[src/hw/rtl/variable_speed_sample_player_unit_defines.svh]
// Assertion macros for the variable speed sample player.
// Included by the modules that check their own logic; depends on clk and rst in scope.
`ifndef VARIABLE_SPEED_SAMPLE_PLAYER_UNIT_DEFINES_SVH
`define VARIABLE_SPEED_SAMPLE_PLAYER_UNIT_DEFINES_SVH
`ifndef SYNTHESIS
`define VSSP_ASSERT(label, cond) \
  label: assert property (@(posedge clk) disable iff (rst) (cond)) \
    else $error("vssp check failed");
`define VSSP_ASSERT_NEXT(label, ante, cons) \
  label: assert property (@(posedge clk) disable iff (rst) (ante) |=> (cons)) \
    else $error("vssp sequence check failed");
`else
`define VSSP_ASSERT(label, cond)
`define VSSP_ASSERT_NEXT(label, ante, cons)
`endif
`endif

[src/hw/rtl/vssp_pkg.sv]
// Shared types, codes and constants of the variable speed sample player.
// No dependencies.
package vssp_pkg;

  localparam int SAMPLE_BITS = 16;
  localparam int FRAME_BITS  = 16;
  localparam int POS_BITS    = 17;
  localparam int FRAC_BITS   = 10;
  localparam int BANK_BITS   = FRAME_BITS - 1;
  localparam int NUM_BITS    = 27;
  localparam int MAG_BITS    = 25;
  localparam int RECIP_BITS  = 26;
  localparam int RECIP_SHIFT = 35;
  localparam int PROD_BITS   = MAG_BITS + RECIP_BITS;

  localparam logic [POS_BITS-1:0]   TOTAL_MAX  = 17'd65536;
  localparam logic [POS_BITS-1:0]   CURSOR_MAX = 17'h1FFFF;
  localparam logic [FRAC_BITS-1:0]  SPEED_MIN  = 10'd100;
  localparam logic [FRAC_BITS-1:0]  SPEED_MAX  = 10'd1000;
  localparam logic [FRAC_BITS:0]    FRAC_ONE   = 11'd1000;
  localparam logic [RECIP_BITS-1:0] RECIP_K    = 26'd34359739;

  localparam logic [1:0] OP_WRITE = 2'd0;
  localparam logic [1:0] OP_PLAY  = 2'd1;
  localparam logic [1:0] OP_STOP  = 2'd2;
  localparam logic [1:0] OP_TICK  = 2'd3;

  localparam logic [1:0] REG_SPEED     = 2'd0;
  localparam logic [1:0] REG_TOTAL     = 2'd1;
  localparam logic [1:0] REG_SRC_CHANS = 2'd2;
  localparam logic [1:0] REG_OUT_CHANS = 2'd3;

  typedef struct packed {
    logic                reached;
    logic                playing;
    logic [POS_BITS-1:0] snap;
  } vssp_status_t;

  typedef struct packed {
    logic                 active;
    logic                 use_next;
    logic                 fl_odd;
    logic                 src2;
    logic                 out2;
    logic [FRAC_BITS-1:0] frac;
    vssp_status_t         status;
  } vssp_tick_t;

  typedef struct packed {
    logic                          we;
    logic [FRAME_BITS-1:0]         frame;
    logic                          chan;
    logic signed [SAMPLE_BITS-1:0] value;
  } vssp_wr_t;

  typedef struct packed {
    logic                 re;
    logic [BANK_BITS-1:0] even_addr;
    logic [BANK_BITS-1:0] odd_addr;
  } vssp_rd_t;

endpackage

[src/hw/rtl/vssp_interp.sv]
// Three-stage interpolator: 1000*a + f*(b-a), round half away, divide by 1000.
// Depends on vssp_pkg.
module vssp_interp (
  input  logic                                 clk,
  input  logic                                 en,
  input  logic signed [vssp_pkg::SAMPLE_BITS-1:0] a,
  input  logic signed [vssp_pkg::SAMPLE_BITS-1:0] b,
  input  logic [vssp_pkg::FRAC_BITS-1:0]       frac,
  output logic signed [vssp_pkg::SAMPLE_BITS-1:0] res
);
  import vssp_pkg::*;

  logic signed [NUM_BITS-1:0] a_x;
  logic signed [NUM_BITS-1:0] diff;
  logic signed [NUM_BITS-1:0] frac_s;
  logic signed [NUM_BITS-1:0] base;
  logic signed [NUM_BITS-1:0] prod;
  logic signed [NUM_BITS-1:0] num;
  logic signed [NUM_BITS-1:0] pos_round;
  logic signed [NUM_BITS-1:0] neg_round;
  logic [MAG_BITS-1:0]        mag;
  logic                       neg_b;
  logic [PROD_BITS-1:0]       prodk;
  logic [SAMPLE_BITS-1:0]     q;
  logic                       neg_c;

  assign a_x    = NUM_BITS'(a);
  assign diff   = NUM_BITS'(b) - NUM_BITS'(a);
  assign frac_s = $signed({{(NUM_BITS-FRAC_BITS){1'b0}}, frac});

  always_ff @(posedge clk) begin
    if (en) begin
      base <= a_x * 27'sd1000;
      prod <= diff * frac_s;
    end
  end

  assign num       = base + prod;
  assign pos_round = num + 27'sd500;
  assign neg_round = 27'sd500 - num;

  always_ff @(posedge clk) begin
    if (en) begin
      neg_b <= num[NUM_BITS-1];
      mag   <= num[NUM_BITS-1] ? neg_round[MAG_BITS-1:0] : pos_round[MAG_BITS-1:0];
    end
  end

  assign prodk = PROD_BITS'(mag) * PROD_BITS'(RECIP_K);

  always_ff @(posedge clk) begin
    if (en) begin
      neg_c <= neg_b;
      q     <= prodk[RECIP_SHIFT+SAMPLE_BITS-1:RECIP_SHIFT];
    end
  end

  assign res = neg_c ? $signed(SAMPLE_BITS'(0 - q)) : $signed(q);

endmodule

[config.mk]
export PLATFORM = sky130hd
export DESIGN_NAME = vssp_interp
export DESIGN_NICKNAME = d
export VERILOG_FILES = /design/src/hw/rtl/variable_speed_sample_player_unit_defines.svh /design/src/hw/rtl/vssp_pkg.sv /design/src/hw/rtl/vssp_interp.sv
export SDC_FILE = /design/constraint.sdc
export NUM_CORES = 1
export LEC_CHECK = 0
export BUFFER_PORTS_ARGS = -buffer_cell sky130_fd_sc_hd__buf_2
export CORE_ASPECT_RATIO = 0.5
export CORE_UTILIZATION = 39
export DETAILED_ROUTE_END_ITERATION = 10
export HOLD_SLACK_MARGIN = 0.05
export SLEW_MARGIN = 0
export SYNTH_ARGS = -nofsm -noshare
export SYNTH_HDL_FRONTEND = slang
export SYNTH_SLANG_ARGS = --single-unit
[constraint.sdc]
create_clock -name clk -period 10 [get_ports clk]
set_input_delay 2 -clock clk [delete_from_list [all_inputs] [get_ports clk]]
set_output_delay 2 -clock clk [all_outputs]
set_load 0.005 [all_outputs]
==> results.cfg <==
[sta]
maxSlewViolCount = 0
skew_ps = 12.1
finalSetupTns_ps = 0
fin_crit_ps = 9340
tightest_slew_ps = 956
final-hold-violation-count = 0
setup_violations = 0
rsz0062_at_grt = false
fmax_mhz = 107
min_period_over_period_pct = 93.4
slew_headroom_pct = 36.3

[placed_design]
port_buffers = 59
place.gp.congestion = 0.920
placed_area_mm2 = 0.0260
dpl.hpwl_mm = 46.8

[setup_path]
crit_path_start = a[0]
cp.required_ps = 10110
reg2reg_to = q[15]$_DFFE_PP_
cp_max_fo = 7
timing.rr.start = mag[13]$_DFFE_PP_
critical_path_cell_count = 31
cp_slowest_cell = fa_1
reg2reg_setup_slack_ps = 2470
cp-end-kind = flip-flop
critical_path.top_delay_family = adder cells
crit_top_cell = fa_1
slowest_delay_ps = 520
crit_path_end = prod[25]$_DFFE_PP_
crit_path_start_kind = input pin
crit_buf_inv = 4
arrival_ps = 9450
rr_worst_depth = 24
path_class = in -> reg

[global_route]
grt_pass1_vias = 18100
grt_overflow = 0
grt_max_degree = 78
antenna_found_initial = 0
grt_util_all_layers_pct = 17.3
grt_first_pass_wirelength_mm = 90.8

[clocking]
htree_levels = 3
worstSkewPairLatency_ps = 350
clkTransAtPathRegs_ps = 70
cts_resized = 0
postCtsHoldBufs = 0
cts_tree = built
cts_setup_buffers = 0
cts_buffers = 9
clkSinkCount = 94
cts-root-buf = clkbuf_16
max-clock-path-buffers = 2

[route]
wl_met3_mm = 1.32
postRouteAntennaNets = 0
initialDrtViolationCount = 794
route.detailed.drc = 0
via_per_inst = 4.97
wl_met1_mm = 25.4
wire_per_inst_um = 15.6
first_pass_iters = 5
top_layer = met4
met2_wirelength_mm = 26.1
totalWireLength_mm = 53.7
vias = 17100

[yosys]
async_flop_share_pct = 0
synth_area_leader_cell = fa_1
yosysSeqAreaShare_pct = 11.4
synthFlopType = edfxtp_1
ys_ff_latch = 94
synth.cell_area_mm2 = 0.0248
avgSynthCellArea_um2 = 9.66
synth_area_leaders = fa_1, ha_1, edfxtp_1, inv_1, xnor2_1
yosys_warnings = 0
synth_nets = 3441
yosys.area.top_type_share_pct = 33.5
ys_types = 76
synthCells = 2565
synth_edf_count = 94

[final_layout]
antennaDiodeCount = 0
nets = 3482
final_cell_mix = inv_1, ha_1, fa_1
seq_area_mm2 = 0.00282
final_common_cell = inv_1
post-route-cell-area_mm2 = 0.0263
fin_util_pct = 42.5
fill_cells = 6055
multi_input_area_mm2 = 0.0194
drive_above_1_share_pct = 4.37
area_growth_pct = 6.24

[status]
outcome = complete, no violations

[floorplan]
die-area_mm2 = 0.0646
core_mm2 = 0.0620
boundaryPins = 60
die_w_um = 359
placementRows = 64
start_util_pct = 40.0
chipHeight_um = 180

[hold_path]
hold_depth = 0
hp-class = reg -> reg

[flow_run]
cap_violations = 0
## synth_stat cells (5+ instances only)
cell / count
edfxtp_1: 94
nand3_1: 52
o21a_1: 19
a21o_1: 32
fa_1: 415
ha_1: 417
a31oi_1: 16
a31o_2: 6
nor3b_1: 5
a311o_1: 6
and2_1: 70
nor2_1: 84
o31ai_1: 9
inv_1: 627
xor2_1: 34
a211oi_1: 7
a21oi_1: 85
o2111ai_1: 6
clkbuf_1: 31
nand2_1: 156
o21bai_1: 5
nor4_1: 13
nand2b_1: 11
a41o_1: 5
nor3_1: 24
xnor2_1: 91
o211ai_1: 15
and4_1: 6
nor2b_1: 44
buf_2: 9
and3_1: 10
o21ai_0: 67
or2_2: 5
or3_1: 7
nand4_1: 10
o211a_1: 5
## routing by layer
layer  global-route usage [%]  vias up
met5                        0        -
met4                     3.51        0
met3                    0.881       42
met2                     30.5      232
met1                     23.5     8493
li1                         -     8312
## state kept, by name, summed over array words and instances, names as in the netlist
| name | cells |
|---|---|
| prod | 27 |
| mag | 25 |
| neg_b | 1 |
| base | 24 |
| q | 16 |
| neg_c | 1 |
## area by class of cell
| class | instances | share of cell area (%) |
|---|---|---|
| inverters | 628 | 8.95 |
| clock inverters | 6 | 0.266 |
| clock buffers | 9 | 0.855 |
| well taps | 825 | 3.92 |
| multi-input cells | 1800 | 73.8 |
| flip-flops and latches | 94 | 10.7 |
| repair buffers | 73 | 1.53 |
## worst register-to-register path, delay by kind of cell, from the launching register on
kind	cells	cell delay, ps
compound gates	8	1900
fa+ha+maj	8	3830
buf+inv	6	400
flops	1	640
simple gates	2	510
## worst min path at each step
stage | start | slack (ps) | endpoint
floorplan | neg_b$_DFFE_PP_ | 400 | neg_c$_DFFE_PP_
global route | neg_b$_DFFE_PP_ | 450 | neg_c$_DFFE_PP_
CTS | neg_b$_DFFE_PP_ | 430 | neg_c$_DFFE_PP_
finish | neg_b$_DFFE_PP_ | 430 | neg_c$_DFFE_PP_
global placement | neg_b$_DFFE_PP_ | 420 | neg_c$_DFFE_PP_
detailed placement | neg_b$_DFFE_PP_ | 410 | neg_c$_DFFE_PP_
## metrics by stage
stage	hold slack (ps)	instances	worst slack [ps]
6_report	428	3435	662
5_1_grt	451	3435	73.6
4_1_cts	432	3435	644
3_5_place_dp	414	3420	278
3_3_place_gp	418	3420	431
2_1_floorplan	400	2565	1250
## cell families (layout without fill, tap and decap cells)
family	Yosys count	in the layout	share of synthesized area, %
flops	94	94	11.4
simple gates	512	512	10.3
compound gates	327	327	8.86
mux	4	4	0.162
xor+xnor	125	125	4.42
fa+ha+maj	832	832	54.6
buf+inv	671	716	10.3
Power is left out: the tool's default activity adds up to more than one toggle a clock period on the data nets, which glitch-free logic cannot reach.
