==> src/hw/rtl/variable_speed_sample_player_unit_defines.svh <==
// Assertion macros for the variable speed sample player.
// Included by the modules that check their own logic; depends on clk and rst in scope.
`ifndef VARIABLE_SPEED_SAMPLE_PLAYER_UNIT_DEFINES_SVH
`define VARIABLE_SPEED_SAMPLE_PLAYER_UNIT_DEFINES_SVH
`ifndef SYNTHESIS
`define VSSP_ASSERT(label, cond) \
  label: assert property (@(posedge clk) disable iff (rst) (cond)) \
    else $error("vssp check failed");
`define VSSP_ASSERT_NEXT(label, ante, cons) \
  label: assert property (@(posedge clk) disable iff (rst) (ante) |=> (cons)) \
    else $error("vssp sequence check failed");
`else
`define VSSP_ASSERT(label, cond)
`define VSSP_ASSERT_NEXT(label, ante, cons)
`endif
`endif

==> src/hw/rtl/vssp_pkg.sv <==
// Shared types, codes and constants of the variable speed sample player.
// No dependencies.
package vssp_pkg;

  localparam int SAMPLE_BITS = 16;
  localparam int FRAME_BITS  = 16;
  localparam int POS_BITS    = 17;
  localparam int FRAC_BITS   = 10;
  localparam int BANK_BITS   = FRAME_BITS - 1;
  localparam int NUM_BITS    = 27;
  localparam int MAG_BITS    = 25;
  localparam int RECIP_BITS  = 26;
  localparam int RECIP_SHIFT = 35;
  localparam int PROD_BITS   = MAG_BITS + RECIP_BITS;

  localparam logic [POS_BITS-1:0]   TOTAL_MAX  = 17'd65536;
  localparam logic [POS_BITS-1:0]   CURSOR_MAX = 17'h1FFFF;
  localparam logic [FRAC_BITS-1:0]  SPEED_MIN  = 10'd100;
  localparam logic [FRAC_BITS-1:0]  SPEED_MAX  = 10'd1000;
  localparam logic [FRAC_BITS:0]    FRAC_ONE   = 11'd1000;
  localparam logic [RECIP_BITS-1:0] RECIP_K    = 26'd34359739;

  localparam logic [1:0] OP_WRITE = 2'd0;
  localparam logic [1:0] OP_PLAY  = 2'd1;
  localparam logic [1:0] OP_STOP  = 2'd2;
  localparam logic [1:0] OP_TICK  = 2'd3;

  localparam logic [1:0] REG_SPEED     = 2'd0;
  localparam logic [1:0] REG_TOTAL     = 2'd1;
  localparam logic [1:0] REG_SRC_CHANS = 2'd2;
  localparam logic [1:0] REG_OUT_CHANS = 2'd3;

  typedef struct packed {
    logic                reached;
    logic                playing;
    logic [POS_BITS-1:0] snap;
  } vssp_status_t;

  typedef struct packed {
    logic                 active;
    logic                 use_next;
    logic                 fl_odd;
    logic                 src2;
    logic                 out2;
    logic [FRAC_BITS-1:0] frac;
    vssp_status_t         status;
  } vssp_tick_t;

  typedef struct packed {
    logic                          we;
    logic [FRAME_BITS-1:0]         frame;
    logic                          chan;
    logic signed [SAMPLE_BITS-1:0] value;
  } vssp_wr_t;

  typedef struct packed {
    logic                 re;
    logic [BANK_BITS-1:0] even_addr;
    logic [BANK_BITS-1:0] odd_addr;
  } vssp_rd_t;

endpackage

==> src/hw/rtl/vssp_ctrl.sv <==
// Configuration registers, cursor and play state; decodes each request.
// Depends on vssp_pkg and the assertion macro header.
`include "variable_speed_sample_player_unit_defines.svh"
module vssp_ctrl (
  input  logic                                clk,
  input  logic                                rst,
  input  logic                                cfg_valid,
  input  logic [1:0]                          cfg_index,
  input  logic [vssp_pkg::POS_BITS-1:0]       cfg_data,
  input  logic                                acc,
  input  logic [1:0]                          opcode,
  input  logic [vssp_pkg::FRAME_BITS-1:0]     frame_index,
  input  logic                                channel_index,
  input  logic signed [vssp_pkg::SAMPLE_BITS-1:0] sample_value,
  input  logic [vssp_pkg::POS_BITS-1:0]       start_position,
  input  logic [vssp_pkg::POS_BITS-1:0]       end_position,
  output vssp_pkg::vssp_wr_t                  wr,
  output vssp_pkg::vssp_rd_t                  rd,
  output vssp_pkg::vssp_tick_t                tick
);
  import vssp_pkg::*;

  logic [FRAC_BITS-1:0] speed;
  logic [POS_BITS-1:0]  total;
  logic [1:0]           src_chans;
  logic [1:0]           out_chans;
  logic [POS_BITS-1:0]  cursor_whole;
  logic [FRAC_BITS-1:0] cursor_frac;
  logic [POS_BITS-1:0]  range_end;
  logic                 playing;

  logic [POS_BITS-1:0]  total_eff;
  logic [FRAC_BITS-1:0] speed_eff;
  logic [POS_BITS:0]    nx;
  logic                 ended;
  logic                 next_ok;
  logic [FRAC_BITS:0]   frac_sum;
  logic                 carry;
  logic [FRAC_BITS:0]   frac_wrap;
  logic [FRAC_BITS-1:0] frac_adv;
  logic [POS_BITS-1:0]  whole_adv;
  logic [POS_BITS-1:0]  whole_after;
  logic [POS_BITS-1:0]  snap_a;
  logic [POS_BITS-1:0]  end_clamped;
  logic                 play_ok;
  logic [FRAME_BITS-1:0] fl16;

  assign total_eff = (total > TOTAL_MAX) ? TOTAL_MAX : total;
  assign speed_eff = (speed < SPEED_MIN) ? SPEED_MIN : ((speed > SPEED_MAX) ? SPEED_MAX : speed);

  assign nx      = {1'b0, cursor_whole} + 18'd1;
  assign ended   = (cursor_whole >= range_end) || (cursor_whole >= total_eff);
  assign next_ok = (nx < {1'b0, range_end}) && (nx < {1'b0, total_eff});

  assign frac_sum  = {1'b0, cursor_frac} + {1'b0, speed_eff};
  assign carry     = frac_sum >= FRAC_ONE;
  assign frac_wrap = frac_sum - FRAC_ONE;
  assign frac_adv  = carry ? frac_wrap[FRAC_BITS-1:0] : frac_sum[FRAC_BITS-1:0];
  assign whole_adv = (carry && (cursor_whole != CURSOR_MAX)) ? cursor_whole + 17'd1
                                                              : cursor_whole;
  assign whole_after = playing ? whole_adv : cursor_whole;
  assign snap_a      = (whole_after > range_end) ? range_end : whole_after;

  assign end_clamped = (end_position > total_eff) ? total_eff : end_position;
  assign play_ok     = (start_position < total_eff) && (end_clamped > start_position);

  assign fl16 = cursor_whole[FRAME_BITS-1:0];

  always_comb begin
    wr.we    = acc && (opcode == OP_WRITE);
    wr.frame = frame_index;
    wr.chan  = channel_index;
    wr.value = sample_value;

    rd.re        = acc && (opcode == OP_TICK);
    rd.odd_addr  = fl16[FRAME_BITS-1:1];
    rd.even_addr = fl16[FRAME_BITS-1:1] + {{(BANK_BITS-1){1'b0}}, fl16[0]};

    tick.active         = playing && !ended;
    tick.use_next       = next_ok;
    tick.fl_odd         = fl16[0];
    tick.src2           = src_chans >= 2'd2;
    tick.out2           = out_chans >= 2'd2;
    tick.frac           = cursor_frac;
    tick.status.reached = playing && ended;
    tick.status.playing = playing && !ended;
    tick.status.snap    = (snap_a > total_eff) ? total_eff : snap_a;
  end

  always_ff @(posedge clk) begin
    if (rst) begin
      speed        <= SPEED_MAX;
      total        <= '0;
      src_chans    <= 2'd1;
      out_chans    <= 2'd2;
      cursor_whole <= '0;
      cursor_frac  <= '0;
      range_end    <= '0;
      playing      <= 1'b0;
    end else begin
      if (cfg_valid) begin
        unique case (cfg_index)
          REG_SPEED:     speed     <= cfg_data[FRAC_BITS-1:0];
          REG_TOTAL:     total     <= cfg_data;
          REG_SRC_CHANS: src_chans <= cfg_data[1:0];
          REG_OUT_CHANS: out_chans <= cfg_data[1:0];
        endcase
      end
      if (acc) begin
        unique case (opcode)
          OP_WRITE: ;
          OP_PLAY: begin
            if (play_ok) begin
              cursor_whole <= start_position;
              cursor_frac  <= '0;
              range_end    <= end_clamped;
              playing      <= 1'b1;
            end
          end
          OP_STOP: playing <= 1'b0;
          OP_TICK: begin
            if (playing) begin
              cursor_whole <= whole_adv;
              cursor_frac  <= frac_adv;
              if (ended) begin
                playing <= 1'b0;
              end
            end
          end
        endcase
      end
    end
  end

  `VSSP_ASSERT_NEXT(stop_clears_playing, acc && (opcode == OP_STOP), !playing)
  `VSSP_ASSERT(playing_range_valid, !playing || ((range_end != '0) && (range_end <= TOTAL_MAX)))
  `VSSP_ASSERT(frac_below_one, {1'b0, cursor_frac} < FRAC_ONE)

endmodule

==> config.mk <==
export PLATFORM = sky130hd
export DESIGN_NAME = vssp_ctrl
export DESIGN_NICKNAME = d
export VERILOG_FILES = /design/src/hw/rtl/vssp_pkg.sv /design/src/hw/rtl/vssp_ctrl.sv
export VERILOG_INCLUDE_DIRS = /design/src /design/src/hw/rtl
export SDC_FILE = /design/constraint.sdc
export NUM_CORES = 1
export LEC_CHECK = 0
export ABC_AREA = 1
export BUFFER_PORTS_ARGS = -buffer_cell sky130_fd_sc_hd__buf_2
export CAP_MARGIN = 10
export CELL_PAD_IN_SITES_DETAIL_PLACEMENT = 1
export CELL_PAD_IN_SITES_GLOBAL_PLACEMENT = 1
export CORE_AREA = 10 10 160 162
export CTS_CLUSTER_DIAMETER = 50
export DETAILED_ROUTE_END_ITERATION = 8
export DIE_AREA = 0 0 170 172
export HOLD_SLACK_MARGIN = 0.02
export PLACE_DENSITY = 0.95
export SLEW_MARGIN = 20
export SYNTH_ARGS = -nofsm -noshare
export SYNTH_HDL_FRONTEND = slang
export SYNTH_SLANG_ARGS = --single-unit
==> constraint.sdc <==
create_clock -name clk -period 17.5 [get_ports clk]
set_clock_uncertainty 0.15 [all_clocks]
set_input_delay 2.625 -clock clk [delete_from_list [all_inputs] [get_ports clk]]
set_output_delay 2.625 -clock clk [all_outputs]
set_load 0.005 [all_outputs]
==> results of run 1 <==
[where the power goes]
part	switching [µW]	internal [µW]	total [µW]	leakage (µW)
combinational	339	179	517	0.00484
clock	79.5	104	183	0.000139
sequential	10.4	177	187	0.000604
total	428	459	888	0.00558
[per-layer routing]
layer | global-route usage (%) | vias to the layer above | part of all wire (%)
li1 | - | 4930 | -
met1 | 29.44 | 4943 | 42
met2 | 42.60 | 335 | 48
met3 | 4.081 | 78 | 7.0
met4 | 8.696 | 0 | 2.8
met5 | 0 | - | 0
[critical path, delay by kind of cell (launching register included)]
family                     cells  cell delay [ps]
buffers and inverters          5              840
AOI/OAI and AO/OA              8             2430
and+or+nand+nor               22             3870
adders and majority gates      4             1230
DFF                            1              350
[per-stage QoR]
stage | instance area, µm² | hold WS [ps] | instances | worst slack (ps) | power, µW
after floorplan | 9448 | 276.4 | 1465 | 8516 | 546.2
after global placement | 9876 | 285.6 | 1787 | 6673 | 676.8
after detailed placement | 9876 | 296.6 | 1787 | 6099 | 697.6
after CTS | 10160 | 319.5 | 1803 | 5571 | 881.9
after global routing | 10160 | 369.6 | 1804 | 4791 | 953.6
final | 10170 | 318.1 | 1807 | 5635 | 887.7
[cell families after synthesis]
logic type | Yosys count | share of synthesized area (%)
adder cells (fa/ha/maj) | 167 | 22.20
AO/OA/AOI/OAI | 270 | 15.47
AND/OR/NAND/NOR | 630 | 30.26
buffers and inverters | 305 | 14.63
flip-flops | 74 | 15.68
XOR/XNOR | 19 | 1.761
[sequential cells by signal (all words and copies together) (netlist names)]
| signal | flops |
|---|---|
| total | 17 |
| cursor_frac | 10 |
| range_end | 17 |
| cursor_whole | 17 |
| playing | 1 |
| out_chans | 1 |
| src_chans | 1 |
| speed | 10 |
[final timing paths]
kind | cells after the start | slack [ps] | endpoint
hold / removal | 2 | 320 | out_chans[1]
setup reg to reg | 33 | 11170 | cursor_whole[3]
setup / recovery | 39 | 5630 | tick[12]
hold reg to reg | 2 | 320 | out_chans[1]
[cell usage in the layout, fill, tap and decap left out, drive strengths merged, types with 21 or more instances in the layout]
cell type    n
nand2      317
inv        212
ha         166
a21oi      135
buf        128
nand3      115
nor2       105
o21ai       99
dfxtp       74
nand4       36
nor3        21
[final cells by class]
cell class,count,area (µm²),area share [%]
multi-input cells,1086,6585,64.75
inverters,214,803.3,7.899
repair buffers,128,650.6,6.398
clock inverters,4,26.28,0.2584
flip-flops and latches,74,1481,14.57
diodes,4,10.01,0.09842
clock buffers,12,256.5,2.522
well taps,285,356.6,3.506
==> flow_summary.ini, run 1 <==
[status]
run_status = finished, final reports clean

[sta]
slew_violations = 0
rsz0062_at_grt = false
setup_viol = 0
fin_crit_sh_pct = 67.80
fmax_ghz = 0.08428
tightest_slew_ps = 1003
maxSlewHeadroom_pct = 32.94
finalHoldViolations = 0
tns_ps = 0
period_needed_ps = 11870

[grt]
antenna_found_initial = 2
overflow = 0
grt_max_degree = 45
grt_first_pass_wirelength_mm = 56.65
grt_use_total_pct = 24.36
grt_pass1_vias = 10780

[worst_setup_path]
setup.worst_path.end_class = output port
critPathKind = flop to output port
cpPeakStageDelay_ps = 850
slowest_stage = a2111oi_1
worstSetupStartpointType = flop
crit_required_ps = 14730
reg2reg_from = total[15]
crit_path_frequent_cell = nand2_1
startpoint = speed[5]
worstPathArrival_ps = 9090
critPathMaxFanout = 32

[synthesis]
syn_nets = 1724
yosys.area.top_type = ha_1
synthTopCellsByCount = 294 x nand2_1, 207 x inv_1, 166 x ha_1
syn_area_per_cell_um2 = 6.449
ys_seq_area_share_pct = 15.68
yosysUniqueCellTypes = 47
yosys_warnings = 0
synthTopCellsByArea = ha_1 22%, dfxtp_1 16%, nand2_1 12%
synth_top_area_share_pct = 21.98
dominantRegCellSynth = dfxtp_1
synth_edf_count = 0
netlist_instances = 1465
ys_seq_elements = 74
syn_area_um2 = 9448
synth_most_common_cell = nand2_1
synthArstFlopShare_pct = 0

[flow_run]
drv_cap = 0

[route]
num_vias = 10290
drt-wirelength-per-cell_um = 20.16
dr.first_iter.drc_count = 721
drc = 0
via_per_inst = 5.692
ant_nets = 0
first_pass_iters = 5
routed_wl_mm = 36.42

[placed_design]
numPortBuffers = 124
hpwl_mm = 29.92
place.gp.congestion = 0.9089

[cts]
insertion_delay_ps = 360
ctsLongestPathBuffers = 2
htreeDepth = 3
cts_setup_buffers = 0
numCtsBuffers = 9
cts_root_buf = clkbuf_16
postCtsResizedCells = 0
cts_tree = done
clkTransAtPathRegs_ps = 60
postCtsHoldBufs = 0
clock-sinks = 74

[finish]
area_growth_pct = 7.642
final_core_util_pct = 45.47
drive_gt1_share_pct = 12.38
fillers = 3053
final_nets = 1772

[die]
ioPinCount = 191
die_area_um2 = 29240
initial_utilization_pct = 42.24
std_cell_rows = 55
die_x_um = 170
coreArea_um2 = 22370
dieHeight_um = 172

[min_path]
worstHoldStart = out_chans[1]
hold_class = flop to flop

[power]
p_per_area_nw_per_um2 = 87.29
leakagePower_uw = 0.005579
peakVddDrop_uv = 47.98
Power figures use the tool's default switching activity.
==> inputs of run 2 (changes only) <==
--- a/config.mk
+++ b/config.mk
@@ -6,17 +6,17 @@
 export SDC_FILE = /design/constraint.sdc
 export NUM_CORES = 1
 export LEC_CHECK = 0
-export ABC_AREA = 1
+export ABC_AREA = 0
 export BUFFER_PORTS_ARGS = -buffer_cell sky130_fd_sc_hd__buf_2
 export CAP_MARGIN = 10
 export CELL_PAD_IN_SITES_DETAIL_PLACEMENT = 1
 export CELL_PAD_IN_SITES_GLOBAL_PLACEMENT = 1
-export CORE_AREA = 10 10 160 162
+export CORE_AREA = 10 10 162 164
 export CTS_CLUSTER_DIAMETER = 50
 export DETAILED_ROUTE_END_ITERATION = 8
-export DIE_AREA = 0 0 170 172
+export DIE_AREA = 0 0 172 174
 export HOLD_SLACK_MARGIN = 0.02
-export PLACE_DENSITY = 0.95
+export PLACE_DENSITY = 0.93
 export SLEW_MARGIN = 20
 export SYNTH_ARGS = -nofsm -noshare
 export SYNTH_HDL_FRONTEND = slang
==> constraint.sdc (replaced) <==
create_clock -name clk -period 11.6 [get_ports clk]
set_clock_uncertainty 0.15 [all_clocks]
set_input_delay 1.74 -clock clk [delete_from_list [all_inputs] [get_ports clk]]
set_output_delay 1.74 -clock clk [all_outputs]
set_load 0.005 [all_outputs]
==> flow_summary.ini, run 2 <==
[status]
run_status = finished, final reports clean

[power]
leakagePower_uw = 0.004768
power_uw = 1038
p_per_area_nw_per_um2 = 101.0
peakVddDrop_uv = 64.26

[route]
highest_layer = met4
routed_wl_mm = 37.48
dr.first_iter.drc_count = 852
drc = 0
met2WireLength_mm = 17.79
drt-met1-wl_mm = 15.40
drt-wirelength-per-cell_um = 24.43
via_per_inst = 6.289
ant_nets = 0
route.met3.wl_mm = 2.680
first_pass_iters = 5
num_vias = 9647

[die]
ioPinCount = 191
die_x_um = 172
dieHeight_um = 174
die_area_um2 = 29930
initial_utilization_pct = 41.04
std_cell_rows = 56
coreArea_um2 = 23120

[finish]
top_regs = cursor_whole: 17 flops, range_end: 17 flops, total: 17 flops
finalInstanceArea_um2 = 10280
antennaDiodeCount = 0
final_nets = 1498
layout_common_cells = 166 x ha_1, 125 x nand2_1, 124 x buf_2, 101 x a21oi_1, 85 x inv_1
drive_gt1_share_pct = 18.17
fillers = 2870
area_growth_pct = 8.306
layout_commonest_cell = ha_1

[worst_setup_path]
critPathMaxFanout = 14
slowest_stage = a2111oi_1
worstSetupStartpointType = flop
crit_required_ps = 9710
critPathKind = flop to output port
worstPathArrival_ps = 9180
cpPeakStageDelay_ps = 580
setup.worst_path.end_class = output port
crit_path_frequent_cell = nor2_1

[sta]
period_needed_ps = 11070
fmax_ghz = 0.09033
holdWs_ps = 327.3
fin_crit_sh_pct = 95.43
tightest_slew_ps = 1094
rsz0062_at_grt = false
setup_ws_ps = 530.0
setup_viol = 0
maxSlewHeadroom_pct = 27.08
slew_violations = 0
finalHoldViolations = 0
tns_ps = 0

[grt]
grt_first_pass_wirelength_mm = 57.73
grt_max_degree = 48
antenna_found_initial = 0
overflow = 0
grt_pass1_vias = 10170
grt_use_total_pct = 24.45

[cts]
ctsLongestPathBuffers = 2
postCtsHoldBufs = 0
numCtsBuffers = 9
cts_root_buf = clkbuf_16
cts_tree = done
insertion_delay_ps = 360
clkTransAtPathRegs_ps = 60
htreeDepth = 3
clock-sinks = 74

[synthesis]
synthTopCellsByCount = 166 x ha_1, 125 x nand2_1, 101 x a21oi_1
synth_edf_count = 0
synthArstFlopShare_pct = 0
synthTopCellsByArea = ha_1 22%, dfxtp_1 16%, a21oi_1 5.3%
ys_seq_elements = 74
syn_area_um2 = 9490
synth_most_common_cell = ha_1
dominantRegCellSynth = dfxtp_1
yosysUniqueCellTypes = 80
synth_top_area_share_pct = 21.89
yosys.area.top_type = ha_1
syn_nets = 1457
yosys_warnings = 0
netlist_instances = 1198
syn_area_per_cell_um2 = 7.922
ys_seq_area_share_pct = 15.61

[min_path]
hold_class = flop to flop

[placed_design]
hpwl_mm = 30.43
place_area_um2 = 9927
numPortBuffers = 124
place.gp.congestion = 0.9376
place_ws_ps = 983.9

[flow_run]
drv_cap = 0
## run 2: area by class of cell
class | count | area, µm² | share of cell area, %
repair buffers | 138 | 725.7 | 7.060
clock inverters | 5 | 77.57 | 0.7547
inverters | 85 | 319.1 | 3.104
well taps | 290 | 362.8 | 3.530
flip-flops and latches | 74 | 1481 | 14.41
multi-input cells | 931 | 7069 | 68.78
clock buffers | 11 | 242.7 | 2.362
## run 2: layer usage
layer | GRT usage [%] | up-vias
met5 | 0 | -
met4 | 10.82 | 0
met3 | 4.259 | 113
met2 | 40.83 | 435
met1 | 29.82 | 4700
li1 | - | 4399
## run 2: path summary, 6_finish.rpt
kind	startpoint	to	slack, ps	cells past startpoint
max	speed[4]	tick[1]	530	34
min reg2reg	total[15]	total[15]	330	2
max reg2reg	total[16]	cursor_whole[1]	4270	21
min	total[15]	total[15]	330	2
## run 2: logic make-up (layout without fill, tap and decap cells)
logic type | after synthesis | count (layout) | synth area share [%]
flip-flops | 74 | 74 | 15.61
XOR/XNOR | 35 | 35 | 3.388
adder cells (fa/ha/maj) | 167 | 167 | 22.10
multiplexers | 59 | 59 | 6.579
AO/OA/AOI/OAI | 326 | 326 | 24.13
buffers and inverters | 193 | 239 | 10.09
AND/OR/NAND/NOR | 344 | 344 | 18.11
## run 2: timing repair
action / CTS / global route
endpoints found under the setup margin: 0 / 4
buffers inserted: 0 / 3
resized for setup: 0 / 2
## run 2: worst max-delay path, delay by kind of cell (launching register included)
family          cells  cell delay [ps]
flops               1              360
fa+ha+maj           4             1120
simple gates        8             1920
compound gates     15             3750
buf+inv             5              870
mux                 2              810
## run 2: power breakdown
part / total [µW] / switching (µW) / internal (µW)
Combinational: 448 / 259 / 189
Clock: 315 / 121 / 194
Sequential: 276 / 14.6 / 261
## run 2: per-stage QoR
stage,utilization (%),instances
after floorplan,-,1198
after CTS,44.32,1531
after detailed placement,42.93,1515
after global placement,42.93,1515
after global routing,44.45,1534
final,44.45,1534
